## src/rtl/assert_macros.svh

```systemverilog
// ----------------------------------------------------------------------------
// Assertion macros
// Shared forms for the concurrent checks used in the RTL.
// ----------------------------------------------------------------------------
`ifndef ASSERT_MACROS_SVH
`define ASSERT_MACROS_SVH

// The consequent must hold in the same cycle as the antecedent.
`define SDX_ASSERT_NOW(lbl, ante, cons, msg) \
  lbl: assert property (@(posedge clk) disable iff (!rst_n) (ante) |-> (cons)) \
    else $error(msg);

// The consequent must hold in the cycle after the antecedent.
`define SDX_ASSERT_NEXT(lbl, ante, cons, msg) \
  lbl: assert property (@(posedge clk) disable iff (!rst_n) (ante) |=> (cons)) \
    else $error(msg);

`endif

```

## src/rtl/sdx_pkg.sv

```systemverilog
// ----------------------------------------------------------------------------
// sdx_pkg
// Constants and the letter code table of the Soundex word encoder.
// ----------------------------------------------------------------------------
package sdx_pkg;

  localparam int unsigned CHAR_W      = 8;
  localparam int unsigned CODE_W      = 3;
  localparam int unsigned DIGIT_W     = 6;
  localparam int unsigned DIGIT_SLOTS = 3;
  localparam int unsigned COUNT_W     = 2;

  typedef logic [CHAR_W-1:0]  char_t;
  typedef logic [CODE_W-1:0]  code_t;
  typedef logic [DIGIT_W-1:0] digit_t;
  typedef logic [COUNT_W-1:0] count_t;

  localparam digit_t DIGIT_ZERO   = 6'd48;
  localparam code_t  CODE_NONE    = 3'd0;
  localparam char_t  CHAR_LOWER_A = 8'd97;
  localparam char_t  CHAR_LOWER_Z = 8'd122;
  localparam count_t COUNT_FULL   = 2'd3;

  // Codes for a .. z; zero marks a letter that is dropped.
  localparam code_t LETTER_CODE [26] = '{
    3'd0, 3'd1, 3'd2, 3'd3, 3'd0, 3'd1, 3'd2, 3'd0, 3'd0, 3'd2, 3'd2, 3'd4, 3'd5,
    3'd5, 3'd0, 3'd1, 3'd2, 3'd6, 3'd2, 3'd3, 3'd0, 3'd1, 3'd0, 3'd2, 3'd0, 3'd2
  };

  function automatic code_t code_of(char_t c);
    char_t       offs;
    logic [4:0]  idx;
    offs = c - CHAR_LOWER_A;
    idx  = offs[4:0];
    if (c >= CHAR_LOWER_A && c <= CHAR_LOWER_Z) begin
      return LETTER_CODE[idx];
    end
    return CODE_NONE;
  endfunction

  function automatic digit_t to_ascii(code_t code);
    return DIGIT_ZERO + {{(DIGIT_W-CODE_W){1'b0}}, code};
  endfunction

endpackage

```

## src/rtl/soundex_word_encoder.sv

```systemverilog
// ----------------------------------------------------------------------------
// soundex_word_encoder
// Soundex-style phonetic code of a word streamed one character per item.
// ----------------------------------------------------------------------------
// One character is taken per clock cycle while in_ready is high. The first character of a word is
// kept as is; later lower-case letters are mapped to digits 1 to 6, with
// vowel-like letters dropped and runs of equal digits merged, and only the
// first three digits are kept. The item marked last produces one result on
// the following cycle: the first character and three ASCII digits, padded
// with '0'. The word state and the letter lookup sit in front of a single
// result register, so in_ready only drops while a finished result waits on
// out_ready; otherwise words can follow each other with no gap.
`include "assert_macros.svh"

module soundex_word_encoder (
  input  logic            clk,
  input  logic            rst_n,
  input  logic            in_valid,
  output logic            in_ready,
  input  sdx_pkg::char_t  in_character,
  input  logic            in_is_last,
  output logic            out_valid,
  input  logic            out_ready,
  output sdx_pkg::char_t  out_first_letter,
  output sdx_pkg::digit_t out_code_digit_one,
  output sdx_pkg::digit_t out_code_digit_two,
  output sdx_pkg::digit_t out_code_digit_three
);
  import sdx_pkg::*;

  logic   in_word_r,   in_word_nxt;
  char_t  kept_r,      kept_nxt;
  code_t  prev_code_r, prev_code_nxt;
  count_t count_r,     count_nxt;
  code_t  digit_r   [DIGIT_SLOTS];
  code_t  digit_nxt [DIGIT_SLOTS];

  logic   out_valid_r, out_valid_nxt;
  char_t  out_first_r;
  digit_t out_d1_r, out_d2_r, out_d3_r;

  logic   in_fire;
  logic   emit;
  code_t  code;

  assign in_ready = !out_valid_r || out_ready;
  assign in_fire  = in_valid && in_ready;
  assign emit     = in_fire && in_is_last;
  assign code     = code_of(in_character);

  always_comb begin
    in_word_nxt   = in_word_r;
    kept_nxt      = kept_r;
    prev_code_nxt = prev_code_r;
    count_nxt     = count_r;
    digit_nxt     = digit_r;
    if (in_fire) begin
      if (!in_word_r) begin
        in_word_nxt   = 1'b1;
        kept_nxt      = in_character;
        prev_code_nxt = CODE_NONE;
        count_nxt     = '0;
        for (int i = 0; i < DIGIT_SLOTS; i++) begin
          digit_nxt[i] = CODE_NONE;
        end
      end else if (count_r != COUNT_FULL) begin
        if (code != CODE_NONE && code != prev_code_r) begin
          digit_nxt[count_r] = code;
          count_nxt          = count_r + 2'd1;
        end
        if (code != CODE_NONE) begin
          prev_code_nxt = code;
        end
      end
      if (in_is_last) begin
        in_word_nxt = 1'b0;
      end
    end
  end

  always_comb begin
    if (emit) begin
      out_valid_nxt = 1'b1;
    end else if (out_ready) begin
      out_valid_nxt = 1'b0;
    end else begin
      out_valid_nxt = out_valid_r;
    end
  end

  always_ff @(posedge clk) begin
    if (!rst_n) begin
      in_word_r   <= 1'b0;
      prev_code_r <= CODE_NONE;
      count_r     <= '0;
      out_valid_r <= 1'b0;
      for (int i = 0; i < DIGIT_SLOTS; i++) begin
        digit_r[i] <= CODE_NONE;
      end
    end else begin
      in_word_r   <= in_word_nxt;
      prev_code_r <= prev_code_nxt;
      count_r     <= count_nxt;
      out_valid_r <= out_valid_nxt;
      digit_r     <= digit_nxt;
    end
  end

  always_ff @(posedge clk) begin
    kept_r <= kept_nxt;
    if (emit) begin
      out_first_r <= kept_nxt;
      out_d1_r    <= to_ascii(digit_nxt[0]);
      out_d2_r    <= to_ascii(digit_nxt[1]);
      out_d3_r    <= to_ascii(digit_nxt[2]);
    end
  end

  assign out_valid            = out_valid_r;
  assign out_first_letter     = out_first_r;
  assign out_code_digit_one   = out_d1_r;
  assign out_code_digit_two   = out_d2_r;
  assign out_code_digit_three = out_d3_r;

  // Digits fill in order, so a slot past the count is still empty.
  `SDX_ASSERT_NOW(a_empty_slot, count_r != COUNT_FULL, digit_r[2] == CODE_NONE, "slot past count is not empty")
  // Any collected digit means a previous code is on record.
  `SDX_ASSERT_NOW(a_prev_code, count_r != 2'd0, prev_code_r != CODE_NONE, "digit without previous code")
  // A padded first digit cannot be followed by a real second digit.
  `SDX_ASSERT_NOW(a_pad_order, out_valid_r && out_code_digit_one == DIGIT_ZERO, out_code_digit_two == DIGIT_ZERO, "padding out of order")
  // The last character closes the word and raises a result.
  `SDX_ASSERT_NEXT(a_word_end, emit, out_valid_r && !in_word_r, "last character did not close the word")

endmodule

```

## config.mk

```make
export PLATFORM = sky130hd
export DESIGN_NAME = soundex_word_encoder
export DESIGN_NICKNAME = d
export VERILOG_FILES = /design/src/rtl/sdx_pkg.sv /design/src/rtl/soundex_word_encoder.sv
export VERILOG_INCLUDE_DIRS = /design/src /design/src/rtl
export SDC_FILE = /design/constraint.sdc
export NUM_CORES = 1
export LEC_CHECK = 0
export CAP_MARGIN = 20
export CORE_MARGIN = 10
export CORE_UTILIZATION = 55
export CTS_BUF_LIST = sky130_fd_sc_hd__clkbuf_16
export CTS_CLUSTER_SIZE = 12
export DETAILED_ROUTE_END_ITERATION = 8
export DONT_BUFFER_PORTS = 1
export GPL_TIMING_DRIVEN = 0
export PLACE_DENSITY = 0.7
export SLEW_MARGIN = 20
export SYNTH_ARGS = -nofsm -noshare
export SYNTH_HDL_FRONTEND = slang
export SYNTH_SLANG_ARGS = --single-unit
```

## constraint.sdc

```tcl
create_clock -name clk -period 5.6 [get_ports clk]
set_input_delay 0.28 -clock clk [delete_from_list [all_inputs] [get_ports clk]]
set_output_delay 0.28 -clock clk [all_outputs]
set_load 0.01 [all_outputs]
```

### Word level (Yosys, flattened, before mapping)

Memories as Yosys holds them, arrays and structs flattened.
Cells that the tools add are included.

* register bits after elaboration: 50
* bits in latches: 0
* RAM bits: 0
* bits in read-only memories: 96
* output and inout bits: 28
* logic and storage cells: 64
* memories: 1

* add/sub/neg operators: 5
* $mul: 0
* divide/modulo/power cells: 0
* magnitude comparators: 5
* equal/unequal tests: 5
* shifts and indexed selects: 0
* multiplexer cells: 23
* bitwise logic cells: 2
* reductions and logical operators: 11

Memory list
* (no name shown): words 32, bits a word 3, read ports 1, clocked after Yosys merged registers in 0, wr ports 0, line sdx_pkg.sv:36 `return LETTER_CODE[idx];`

Operator list (number)
* 2-to-1 mux 9 bit: 4
* 2-to-1 mux 3 bit: 8
* adder 5 x 4 -> 6 bit, first input constant: 3
* 2-to-1 mux 8 bit: 2
* bitwise mux 9 bit: 1
* >= comparator 8 x 7 -> 1 bit, second input constant: 1
* less-or-equal comparator 8 x 7 -> 1 bit, second input constant: 1
* demux 3 bit (select 2 bit): 1
* >= comparator 6 bit, second input constant: 1
* 2-to-1 mux 2 bit: 3
* inequality test 2 x 1 -> 1 bit, second input constant: 3
* NOT 5 -> 6 bit: 1
* AND reduction 3 bit: 2
* logical AND 1 bit: 5
* subtractor 5 x 1 -> 5 bit, second input constant: 1
* 2-to-1 mux 1 bit: 4
* >= comparator 3 bit, second input constant: 1
* less-than comparator 3 x 1 -> 1 bit, second input constant: 1
* inequality test 3 bit: 1
* NOT 2 -> 3 bit: 1
* nonzero test 3 bit: 1
* adder 2 x 1 -> 2 bit, second input constant: 1
* inequality test 2 bit, second input constant: 1
* nonzero test 2 bit: 1
* other kinds (2): 2

### Logic depth before layout (Yosys ltp)

Gate-level depths: netlist of the first run.

* depth in word-level cells: 14
* depth in mapped cells: 12
* depth with buffers taken out: 10

### Worst setup path before layout of the first run

OpenSTA, ideal clock, no wires.

* path kind: input to register
* start: in in_character[1]
* end: reg out_d1_r[1] (netlist: out_code_digit_one[1]), data pin
* arrival time: 2.709 ns
* required time: 5.341 ns
* setup slack: 2.632 ns
* cell stages on the path: 12
* path buffers: 2
* cell sequence: buf_2 -> inv_1 -> ha_1 -> buf_6 -> xor2_2 -> mux2i_1 -> o211ai_2 -> a21oi_1 -> o31ai_4 -> a2111oi_4 -> mux2i_1 -> or2_1

RTL lines
* start, declared: line soundex_word_encoder.sv:20 `input sdx_pkg::char_t in_character,`
* end signal, assigned: line soundex_word_encoder.sv:113 `out_d1_r <= to_ascii(digit_nxt[0]);`
* end, declared: line soundex_word_encoder.sv:40 `digit_t out_d1_r, out_d2_r, out_d3_r;`

==> results of run 1 <==
placed cells by master, fill, tap and decap left out, drive strengths merged, types with 2 or more instances in the layout:
cell and instances:
a2111oi 4, a211oi 3, a21oi 4, a22o 3, a22oi 2, a31oi 5, and2 6, buf 17
clkbuf 10, clkinv 2, conb 9, dfxtp 24, edfxtp 17, ha 10, inv 15, mux2 5
mux2i 6, nand2 24, nand2b 2, nand3 13, nand3b 5, nand4 2, nor2 5, nor2b 4
nor3 5, o211ai 8, o21a 4, o21ai 11, o22ai 2, o311a 2, o31ai 2, or2 4
or3 3, or4 2, xnor2 3, xor2 2
kinds of logic (layout without fill, tap and decap cells):
family,Yosys count,in the layout,share of synthesized area
xor gates and xnor gates,5,5,0.02311
and+or+nand+nor,81,81,0.1809
AOI/OAI and AO/OA,63,63,0.2252
adders and majority gates,10,10,0.04916
other,2,9,0.002951
DFF,41,41,0.3894
muxes,11,11,0.04572
buffers and inverters,37,45,0.08358
registers in the layout, indices dropped and copies added (netlist names):
signal and flops:
prev_code_r 3, out_first_letter 8, out_code_digit_two 3, out_valid 1
in_word_r 1, count_r 2, kept_r 8, out_code_digit_one 3
out_code_digit_three 3, digit_r 9
final cells by class:
cell class	instances	area share
plain buffers	22	0.05628
clock buffers	5	0.04502
flip-flops and latches	41	0.3566
well taps	52	0.02341
multi-input cells	179	0.4921
clock inverters	3	0.006303
inverters	15	0.02026
worst paths after layout:
path                                             startpoint                              end  slack, ps  cells after the start
worst max-delay path                        in_character[1]  out_code_digit_two[1]$_DFFE_PP_       2410                     12
worst min register to register            kept_r[0]$_DFF_P_                kept_r[0]$_DFF_P_        460                      2
worst min-delay path                        in_character[6]                kept_r[6]$_DFF_P_        160                      1
worst max register to register  prev_code_r[2]$_SDFFE_PN0P_  out_code_digit_two[1]$_DFFE_PP_       3400                      6
metal layers:
metal | global-route usage | up-vias
li1 | - | 934
met1 | 0.1842 | 861
met2 | 0.1885 | 56
met3 | 0.03435 | 7
met4 | 0.04708 | 0
met5 | 0 | -
per-stage QoR:
stage | instances | cell area, um2 | util | hold slack, ps | setup slack [ps]
finish | 317 | 2779 | 0.6295 | 161.1 | 2415
global route | 317 | 2779 | 0.6295 | 166.0 | 2178
CTS | 317 | 2779 | 0.6295 | 160.6 | 2433
detailed placement | 309 | 2636 | 0.5972 | 446.8 | 2159
global placement | 309 | 2636 | 0.5972 | 440.1 | 2177
floorplan | 257 | 2571 | - | 426.6 | 2632
worst max-delay path: stages:
cell	delay, ps
sky130_fd_sc_hd__buf_2	190
sky130_fd_sc_hd__inv_1	140
sky130_fd_sc_hd__ha_1	250
sky130_fd_sc_hd__buf_6	150
sky130_fd_sc_hd__xor2_2	260
sky130_fd_sc_hd__mux2i_1	260
sky130_fd_sc_hd__o211ai_2	120
sky130_fd_sc_hd__a21oi_1	400
sky130_fd_sc_hd__o31ai_4	180
sky130_fd_sc_hd__a2111oi_4	570
sky130_fd_sc_hd__mux2i_1	180
sky130_fd_sc_hd__or2_1	230
power by group:
group          switching (mW)  leakage, nW  internal [mW]  total [mW]
sequential            0.00844        0.359          0.331       0.339
combinational          0.0611        0.592         0.0414       0.102
clock                   0.108       0.0696          0.163       0.272
==> metrics.log, run 1 <==
[metrics] run status: completed
[metrics] global-route wire length before repair: 8259 um
[metrics] clock transition at the registers of the reported paths: 60 ps
[metrics] multi-input logic area: 1368 um2
[metrics] leakage component of the power: 1.021 nW
[metrics] remaining number of nets flagged by the antenna check after routing: 0
[metrics] sequential area share after synthesis: 0.3894
[metrics] number of buffers inserted for hold repair after clock tree synthesis: 0
[metrics] Skew-Pair Late Insertion Delay: 280 ps
[metrics] core outline area: 4414 um2
[metrics] Buffers on Ports: 0
[metrics] Die Footprint: 7748 um2
[metrics] fraction of registers with async set or reset after synthesis: 0
[metrics] Net count, final: 287
[metrics] Synth Instances: 250
[metrics] number of post-CTS setup repair buffers: 0
[metrics] number of H-tree levels: 2
[metrics] setup repair after global routing missed its margin: no
[metrics] initial cell density of the core: 0.5765
[metrics] final number of setup-violating endpoints: 0
[metrics] number of clock buffers inserted by TritonCTS: 5
[metrics] antenna violations before repair: 0
[metrics] HPWL after DPL: 3884 um
[metrics] highest metal used: met4
[metrics] # resized after CTS: 0
[metrics] remaining global-route overflow: 0
[metrics] fillers: 364
[metrics] largest net degree at the start of global routing: 19
[metrics] primary flip-flop cell chosen by synthesis mapping: sky130_fd_sc_hd__dfxtp_1
[metrics] worst hold-check path type: primary input to flop
[metrics] total via count in the routed design: 1858
[metrics] Synth area leader: sky130_fd_sc_hd__edfxtp_1
[metrics] routed wirelength normalized by instance count: 16.34 um
[metrics] mean post-synth cell area: 10.18 um2
[metrics] number of DRC markers in iteration 0: 155
[metrics] number of top-level design ports: 41
[metrics] Final Hold Fails: 0
[metrics] fraction of final layout cells sized beyond drive strength 1: 0.1887
[metrics] library cell used as clock root buffer: sky130_fd_sc_hd__clkbuf_16
[metrics] shortest period the worst path allows: 3185 ps
[metrics] Max FO, Critical Path: 10
[metrics] crit start category: primary input
[metrics] Setup TNS Final: 0 ps
[metrics] sum of met2 wire segment lengths after detailed routing: 2170 um
[metrics] number of global-route vias before repair: 1676
[metrics] unique cell type count in the Yosys netlist: 65
[metrics] area occupied by registers: 991.0 um2
[metrics] DRC: 0
[metrics] x dimension of the die: 88.03 um
[metrics] DR pass1 iterations: 4
[metrics] type of the worst setup path: primary input to flop
[metrics] weighted congestion at the end of routability-driven global placement: 0.8611
[metrics] worst rel slew slack: 0.4289
[metrics] Placement Rows: 24
[metrics] highest ir drop seen on vdd: 0.1285 mV
[metrics] areal power density over the cells: 256.6 nW/um2
[metrics] area added between synthesis and finish: 9.194%
[metrics] Final Skew: 6.717 ps
[metrics] count of clock tree sinks: 41
[metrics] maximum clock insertion buffer count: 2
[metrics] max_cap viols: 0
[metrics] CP endpoint kind: flop
[metrics] number of synthesized flops with an enable pin: 17
[metrics] TritonCTS clock tree: done
[metrics] total wire length: 5179 um
[metrics] area share of the leading cell type in the synthesized netlist: 0.2006
[metrics] number of warnings printed during yosys synthesis: 0
[metrics] synthesized flop and latch total: 41
[metrics] overall power consumption: 0.7131 mW
[metrics] highest clock frequency the design can meet: 313.9 MHz
[metrics] floorplan die height: 88.03 um
[metrics] transition time at the pin with the least slew margin: 845.9 ps
[metrics] antenna cell count: 0
[metrics] top post-synthesis cells by area: sky130_fd_sc_hd__edfxtp_1 (20%), sky130_fd_sc_hd__dfxtp_1 (19%), sky130_fd_sc_hd__ha_1 (4.9%)
[metrics] met1 layer wirelength in the final routing: 2616 um
[metrics] period utilization: 0.5688
[metrics] data required time at the worst endpoint: 5630 ps
[metrics] arrival time of the worst setup path: 3220 ps
[metrics] synth cell count leaders: sky130_fd_sc_hd__dfxtp_1 (24), sky130_fd_sc_hd__nand2_1 (24), sky130_fd_sc_hd__edfxtp_1 (17)
[metrics] Met3 Routed Length: 312 um
[metrics] summed instance area of the synthesized netlist: 2545 um2
[metrics] GRT Total Usage: 0.1313
[metrics] final max-slew violation count: 0
[metrics] number of vias per cell after detailed routing: 5.861
Note: power is estimated with default switching activity, not from simulation.
==> run 2, diff against run 1 <==
Settings changed: ABC_AREA set to 1.
Clock period 5.6 ns to 3.3 ns, I/O delays scaled along.
==> run 2 against run 1 <==
Against the previous run: clock skew down 3.8 ps; cell count up 9.5%; clock-buffer cell count unchanged; setup slack got worse by 1200 ps; combinational power grew 34%; power rose by 65%; wire length fell by 15%; utilization rose by 0.15 points; register-to-register slack worse by 2000 ps; via count fell by 5.9%; global-route usage fell by 0.64 points.
==> metrics.log, run 2 <==
[metrics] TritonCTS clock tree: done (unchanged)
[metrics] number of global-route vias before repair: 1637 (was 1676)
[metrics] shortest period the worst path allows: 2040 ps
[metrics] CP endpoint kind: flop (unchanged)
[metrics] total via count in the routed design: 1749 (was 1858)
[metrics] internal power: 0.8808 mW (was 0.5351 mW)
[metrics] Buffers on Ports: 0 (unchanged)
[metrics] x dimension of the die: 83.98 um (was 88.03 um)
[metrics] remaining number of nets flagged by the antenna check after routing: 0 (unchanged)
[metrics] total wire length: 4391 um (was 5179 um)
[metrics] remaining global-route overflow: 0 (unchanged)
[metrics] fraction of final layout cells sized beyond drive strength 1: 0.1515 (was 0.1887)
[metrics] antenna cell count: 0 (unchanged)
[metrics] initial cell density of the core: 0.5668 (was 0.5765)
[metrics] DRC: 0 (unchanged)
[metrics] Final Skew: 2.937 ps (was 6.717 ps)
[metrics] run status: completed (unchanged)
[metrics] flip-flop count of the largest register after layout: 9 (unchanged)
[metrics] sequential area share after synthesis: 0.4402 (was 0.3894)
[metrics] share of power burned in registers: 0.488 (was 0.476)
[metrics] clock share of power: 0.396 (was 0.381)
[metrics] summed instance area of the synthesized netlist: 2251 um2 (was 2545 um2)
[metrics] library cell used as clock root buffer: sky130_fd_sc_hd__clkbuf_16 (unchanged)
[metrics] number of warnings printed during yosys synthesis: 0 (unchanged)
[metrics] period utilization: 0.6182
[metrics] core outline area: 3971 um2 (was 4414 um2)
[metrics] number of post-CTS setup repair buffers: 0 (unchanged)
[metrics] leading cell type by number of instances after synthesis: sky130_fd_sc_hd__nand2_1
[metrics] Final Hold Fails: 0 (unchanged)
[metrics] Area after DPL: 2354 um2 (was 2636 um2)
[metrics] Skew-Pair Late Insertion Delay: 280 ps (about the same)
[metrics] Sw Pwr: 0.2967 mW (was 0.1780 mW)
[metrics] synthesized flop and latch total: 41 (unchanged)
[metrics] antenna violations before repair: 0 (unchanged)
[metrics] data required time at the worst endpoint: 3330 ps (was 5630 ps)
[metrics] Max FO, Critical Path: 10 (unchanged)
[metrics] worst hold-check path type: primary input to flop (unchanged)
[metrics] top post-synthesis cells by area: sky130_fd_sc_hd__edfxtp_1 (23%), sky130_fd_sc_hd__dfxtp_1 (21%), sky130_fd_sc_hd__nand2_1 (13%) (was sky130_fd_sc_hd__edfxtp_1 (20%), sky130_fd_sc_hd__dfxtp_1 (19%), sky130_fd_sc_hd__ha_1 (4.9%))
[metrics] highest ir drop seen on vdd: 0.2803 mV (was 0.1285 mV)
[metrics] floorplan die height: 83.98 um (was 88.03 um)
[metrics] HPWL after DPL: 3447 um (was 3884 um)
[metrics] Comb pwr share: 0.116 (was 0.144)
[metrics] mean post-synth cell area: 8.039 um2 (was 10.18 um2)
[metrics] Placement Rows: 23 (was 24)
[metrics] final worst-path setup slack: 1260 ps (was 2415 ps)
[metrics] register with the most flip-flops: digit_r (unchanged)
[metrics] number of DRC markers in iteration 0: 94 (was 155)
[metrics] Net Sw Frac: 0.2520 (was 0.2497)
[metrics] Final Hold Slack: 12.97 ps (was 161.1 ps)
[metrics] # resized after CTS: 0 (unchanged)
[metrics] fillers: 344 (was 364)
[metrics] type of the worst setup path: primary input to flop (unchanged)
[metrics] number of top-level design ports: 41 (unchanged)
[metrics] DR pass1 iterations: 4 (unchanged)
[metrics] number of buffers inserted for hold repair after clock tree synthesis: 1 (was 0)
[metrics] number of synthesized flops with an enable pin: 17 (unchanged)
[metrics] share of the core filled with cells: 0.6311 (was 0.6295)
[metrics] worst setup slack after placement: 998.1 ps (was 2159 ps)
[metrics] most frequent cells in the layout: sky130_fd_sc_hd__nand2_1 (77), sky130_fd_sc_hd__inv_1 (36), sky130_fd_sc_hd__dfxtp_1 (24) (was sky130_fd_sc_hd__nand2_1 (24), sky130_fd_sc_hd__dfxtp_1 (24), sky130_fd_sc_hd__edfxtp_1 (17))
[metrics] Net count, final: 319 (was 287)
[metrics] number of H-tree levels: 2 (unchanged)
[metrics] area share of the leading cell type in the synthesized netlist: 0.2268 (was 0.2006)
[metrics] clock transition at the registers of the reported paths: 60 ps (about the same)
[metrics] Met3 Routed Length: 256 um (was 312 um)
[metrics] leading cell type in the layout, fill and taps excluded: sky130_fd_sc_hd__nand2_1
[metrics] area added between synthesis and finish: 11.34% (was 9.194%)
[metrics] GRT Total Usage: 0.1250 (was 0.1313)
[metrics] sum of met2 wire segment lengths after detailed routing: 2004 um (was 2170 um)
[metrics] Non-Filler Cell Area, Final: 2506 um2 (was 2779 um2)
[metrics] final max-slew violation count: 0 (unchanged)
[metrics] max_cap viols: 0 (unchanged)
[metrics] weighted congestion at the end of routability-driven global placement: 0.8690 (was 0.8611)
[metrics] synth cell count leaders: sky130_fd_sc_hd__nand2_1 (77), sky130_fd_sc_hd__inv_1 (36), sky130_fd_sc_hd__dfxtp_1 (24) (was sky130_fd_sc_hd__dfxtp_1 (24), sky130_fd_sc_hd__nand2_1 (24), sky130_fd_sc_hd__edfxtp_1 (17))
[metrics] unique cell type count in the Yosys netlist: 29 (was 65)
[metrics] count of clock tree sinks: 41 (unchanged)
[metrics] met1 layer wirelength in the final routing: 2058 um (was 2616 um)
[metrics] global-route wire length before repair: 7458 um (was 8259 um)
[metrics] number of clock buffers inserted by TritonCTS: 5 (unchanged)
[metrics] leakage component of the power: 1.157 nW (was 1.021 nW)
[metrics] fraction of registers with async set or reset after synthesis: 0 (unchanged)
[metrics] final number of setup-violating endpoints: 0 (unchanged)
[metrics] Setup TNS Final: 0 ps (unchanged)
[metrics] setup repair after global routing missed its margin: no (unchanged)
[metrics] transition time at the pin with the least slew margin: 511.9 ps (was 845.9 ps)
[metrics] maximum clock insertion buffer count: 2 (unchanged)
[metrics] Die Footprint: 7052 um2 (was 7748 um2)
[metrics] arrival time of the worst setup path: 2070 ps (was 3220 ps)
[metrics] routed wirelength normalized by instance count: 12.65 um (was 16.34 um)
[metrics] Synth Instances: 280 (was 250)
[metrics] areal power density over the cells: 469.9 nW/um2 (was 256.6 nW/um2)
[metrics] crit start category: primary input (unchanged)
[metrics] primary flip-flop cell chosen by synthesis mapping: sky130_fd_sc_hd__dfxtp_1 (unchanged)
[metrics] Synth area leader: sky130_fd_sc_hd__edfxtp_1 (unchanged)
[metrics] worst rel slew slack: 0.6561 (was 0.4289)
[metrics] highest metal used: met4 (unchanged)
[metrics] number of vias per cell after detailed routing: 5.040 (was 5.861)
[metrics] largest net degree at the start of global routing: 14 (was 19)
[metrics] highest clock frequency the design can meet: 490.2 MHz
==> run 2: per-layer routing <==
metal  global-route usage  vias up
met1               0.1480      768
met5                    0        -
met4              0.05023        0
met2               0.2000       44
met3              0.04395        6
li1                     -      931
==> run 2: layout make-up <==
class                           count  area [um2]  area share
Buffer                             14       95.09     0.03794
Multi-Input combinational cell    194        1051      0.4194
Sequential cell                    41       991.0      0.3954
Tap cell                           50       62.56     0.02496
Inverter                           38       142.6     0.05691
Clock buffer                        5       125.1     0.04993
Timing Repair Buffer                2       21.27    0.008487
Clock inverter                      3       17.52    0.006990
==> run 2: cells by family after synthesis <==
| family | Yosys count | share of synthesized area |
|---|---|---|
| simple gates | 147 | 0.3280 |
| buf+inv | 52 | 0.1056 |
| flops | 41 | 0.4402 |
| compound gates | 28 | 0.06726 |
| fa+ha+maj | 10 | 0.05559 |
| other cells | 2 | 0.003336 |
==> run 2: final timing paths <==
path                                             start  depth (start not counted)                         endpoint  slack [ps]
worst min register to register       kept_r[7]$_DFF_P_                          2                kept_r[7]$_DFF_P_         450
worst max-delay path                   in_character[0]                         14  out_code_digit_one[2]$_DFFE_PP_        1260
worst min-delay path                             rst_n                          2          count_r[0]$_SDFFE_PN0P_          10
worst max register to register  out_valid$_SDFFE_PN0P_                          6    out_first_letter[1]$_DFFE_PP_        1370
==> run 2: worst max-delay path: stages <==
cell	delay, ps
sky130_fd_sc_hd__inv_1	170
sky130_fd_sc_hd__ha_1	280
sky130_fd_sc_hd__inv_1	80
sky130_fd_sc_hd__nand2_2	90
sky130_fd_sc_hd__nand2_2	80
sky130_fd_sc_hd__nand2_1	90
sky130_fd_sc_hd__o21ai_1	80
sky130_fd_sc_hd__o21ai_2	170
sky130_fd_sc_hd__nand3_2	160
sky130_fd_sc_hd__nand3_2	160
sky130_fd_sc_hd__buf_2	230
sky130_fd_sc_hd__nand4_1	120
sky130_fd_sc_hd__nand3_1	120
sky130_fd_sc_hd__nand2_1	70
==> run 2: per-stage QoR <==
step	std cells	power [mW]
2_1_floorplan	287	0.6918
3_3_place_gp	337	0.7159
3_5_place_dp	338	0.7208
4_1_cts	347	1.180
5_1_grt	347	1.231
6_report	347	1.178
==> run 2: power by group through the flow <==
stage | sequential, mW | combinational (mW) | clock [mW]
2_1_floorplan | 0.582 | 0.109 | 0
3_3_place_gp | 0.586 | 0.130 | 0
3_5_place_dp | 0.586 | 0.134 | 0
4_1_cts | 0.576 | 0.136 | 0.468
5_1_grt | 0.577 | 0.157 | 0.497
6_report | 0.575 | 0.137 | 0.466
==> run 3, diff against run 2 <==
Clock period 3.3 ns to 2 ns, I/O delays scaled along.
==> run 3 against run 2 <==
Against the previous run: utilization up 1.9 points; highest routed layer unchanged; clock-buffer cell count did not move; critical path type is now flop to flop; cell count up 1.4%; non-clock buffer count rose by 5; die area is the same; clock power increased by 64%; worst hold slack better by 11 ps; global-route usage is essentially flat; sequential share of layout area down 1.2 points; register-to-register slack worse by 1200 ps.
==> metrics.log, run 3 (synthesis results as in run 2) <==
[metrics] number of DRC markers in iteration 0: 104 (was 94)
[metrics] setup repair after global routing missed its margin: no (unchanged)
[metrics] data required time at the worst endpoint: 2070 ps (was 3330 ps)
[metrics] placed cell count: 338 (unchanged)
[metrics] fraction of final layout cells sized beyond drive strength 1: 0.1788 (was 0.1515)
[metrics] final max-slew violation count: 0 (unchanged)
[metrics] total wire length: 4477 um (was 4391 um)
[metrics] met1 layer wirelength in the final routing: 2031 um (was 2058 um)
[metrics] period utilization: 0.9020
[metrics] total via count in the routed design: 1774 (was 1749)
[metrics] critical path startpoint: out_valid$_SDFFE_PN0P_ (was in_character[0])
[metrics] Area after DPL: 2354 um2 (unchanged)
[metrics] number of vias per cell after detailed routing: 5.040 (about the same)
[metrics] GRT Total Usage: 0.1251 (was 0.1250)
[metrics] weighted congestion at the end of routability-driven global placement: 0.8690 (unchanged)
[metrics] slowest cell delay on critical path: 340 ps (was 280 ps)
[metrics] clock transition at the registers of the reported paths: 60 ps (about the same)
[metrics] Final Skew: 3.233 ps (was 2.937 ps)
[metrics] final worst-path setup slack: 196.0 ps (was 1260 ps)
[metrics] shortest period the worst path allows: 1804 ps
[metrics] Reg2Reg Launch Point: out_valid$_SDFFE_PN0P_ (unchanged)
[metrics] highest ir drop seen on vdd: 0.4620 mV (was 0.2803 mV)
[metrics] Skew-Pair Late Insertion Delay: 280 ps (about the same)
[metrics] TritonCTS clock tree: done (unchanged)
[metrics] Setup TNS Final: 0 ps (unchanged)
[metrics] number of H-tree levels: 2 (unchanged)
[metrics] remaining global-route overflow: 0 (unchanged)
[metrics] run status: completed (unchanged)
[metrics] highest clock frequency the design can meet: 554.3 MHz
[metrics] maximum clock insertion buffer count: 2 (unchanged)
[metrics] crit start category: flop (was primary input)
[metrics] Buffers on Ports: 0 (unchanged)
[metrics] initial cell density of the core: 0.5668 (unchanged)
[metrics] worst setup slack after placement: -236.9 ps (was 998.1 ps)
[metrics] critical-path cell list: nand2_1 > nand2_1 > nor2_1 > inv_1 > clkbuf_2 > o21ai_0 (was inv_1 > ha_1 > inv_1 > nand2_2 > nand2_2 > nand2_1 > o21ai_1 > o21ai_2 > nand3_2 > nand3_2 > buf_2 > nand4_1 > nand3_1 > nand2_1)
[metrics] number of top-level design ports: 41 (unchanged)
[metrics] worst rel slew slack: 0.6511 (was 0.6561)
[metrics] overall power consumption: 1.955 mW (was 1.178 mW)
[metrics] type of the worst setup path: flop to flop (was primary input to flop)
[metrics] DRC: 0 (unchanged)
[metrics] Finished Layout Cells: 352 (was 347)
[metrics] floorplan die height: 83.98 um (unchanged)
[metrics] antenna cell count: 0 (unchanged)
[metrics] most numerous cell on the critical path: sky130_fd_sc_hd__nand2_1
[metrics] share of the core filled with cells: 0.6500 (was 0.6311)
[metrics] sum of met2 wire segment lengths after detailed routing: 2058 um (was 2004 um)
[metrics] Non-Filler Cell Area, Final: 2581 um2 (was 2506 um2)
[metrics] CP endpoint kind: flop (unchanged)
[metrics] count of clock tree sinks: 41 (unchanged)
[metrics] antenna violations before repair: 0 (unchanged)
[metrics] highest metal used: met4 (unchanged)
[metrics] Placement Rows: 23 (unchanged)
[metrics] largest net degree at the start of global routing: 14 (unchanged)
[metrics] max_cap viols: 0 (unchanged)
[metrics] Met3 Routed Length: 295 um (was 256 um)
[metrics] Final Hold Fails: 0 (unchanged)
[metrics] final number of setup-violating endpoints: 0 (unchanged)
[metrics] most frequent cells in the layout: sky130_fd_sc_hd__nand2_1 (77), sky130_fd_sc_hd__inv_1 (35), sky130_fd_sc_hd__dfxtp_1 (24) (was sky130_fd_sc_hd__nand2_1 (77), sky130_fd_sc_hd__inv_1 (36), sky130_fd_sc_hd__dfxtp_1 (24))
[metrics] x dimension of the die: 83.98 um (unchanged)
[metrics] leading cell type in the layout, fill and taps excluded: sky130_fd_sc_hd__nand2_1 (unchanged)
[metrics] transition time at the pin with the least slew margin: 519.4 ps (was 511.9 ps)
[metrics] worst hold path startpoint: rst_n (unchanged)
[metrics] leakage component of the power: 1.177 nW (was 1.157 nW)
[metrics] flip-flop count of the largest register after layout: 9 (unchanged)
[metrics] DR pass1 iterations: 4 (unchanged)
[metrics] number of clock buffers inserted by TritonCTS: 5 (unchanged)
[metrics] Max FO, Critical Path: 10 (unchanged)
[metrics] HPWL after DPL: 3447 um (unchanged)
[metrics] library cell used as clock root buffer: sky130_fd_sc_hd__clkbuf_16 (unchanged)
[metrics] remaining number of nets flagged by the antenna check after routing: 0 (unchanged)
[metrics] worst hold-check path type: primary input to flop (unchanged)
[metrics] areal power density over the cells: 757.3 nW/um2 (was 469.9 nW/um2)
[metrics] Die Footprint: 7052 um2 (unchanged)
[metrics] routed wirelength normalized by instance count: 12.72 um (was 12.65 um)
[metrics] core outline area: 3971 um2 (unchanged)
[metrics] number of global-route vias before repair: 1643 (was 1637)
[metrics] Net count, final: 324 (was 319)
[metrics] worst-path cell with the longest stage delay: sky130_fd_sc_hd__dfxtp_1 (was sky130_fd_sc_hd__ha_1)
[metrics] arrival time of the worst setup path: 1880 ps (was 2070 ps)
[metrics] area added between synthesis and finish: 14.68% (was 11.34%)
[metrics] Final Hold Slack: 24.42 ps (was 12.97 ps)
[metrics] register with the most flip-flops: digit_r (unchanged)
[metrics] global-route wire length before repair: 7472 um (was 7458 um)
[run 3: area by class of cell]
| cell class | instances | area (um2) |
|---|---|---|
| Clock buffer | 5 | 125.1 |
| Fill cell | 336 | 1390 |
| Tap cell | 50 | 62.56 |
| Timing Repair Buffer | 7 | 61.31 |
| Sequential cell | 41 | 991.0 |
| Clock inverter | 3 | 17.52 |
| Multi-Input combinational cell | 194 | 1079 |
| Buffer | 14 | 98.84 |
| Inverter | 38 | 146.4 |
[run 3: critical path: cells and delay by family, from the launching register on]
kind	cells	cell delay, ps
AOI/OAI and AO/OA	1	300
and+or+nand+nor	3	570
buffers and inverters	2	380
DFF	1	340
[run 3: final timing paths]
check,slack (ps),cells after the start,endpoint
setup / recovery,200,6,out_first_letter[1]$_DFFE_PP_
hold / removal,20,2,digit_r[1]$_SDFF_PN0_
setup reg to reg,200,6,out_first_letter[1]$_DFFE_PP_
hold reg to reg,450,2,kept_r[7]$_DFF_P_
[run 3: per-layer routing]
layer  global-route usage  up-vias
li1                     -      943
met1               0.1486      772
met2               0.2000       51
met3              0.04395        8
met4              0.05023        0
met5                    0        -
[run 3: report_power, final]
part / total (mW) / internal (mW) / switching (mW)
logic: 0.242 / 0.0833 / 0.158
clock network: 0.764 / 0.457 / 0.308
registers: 0.949 / 0.924 / 0.0249
[run 3: what timing repair did]
| action | in CTS | in global routing |
|---|---|---|
| resized for setup | 0 | 10 |
| setup endpoints to repair | 0 | 29 |
| hold buffers | 2 | 0 |
| hold endpoints to repair | 3 | 0 |
| setup buffers | 0 | 4 |
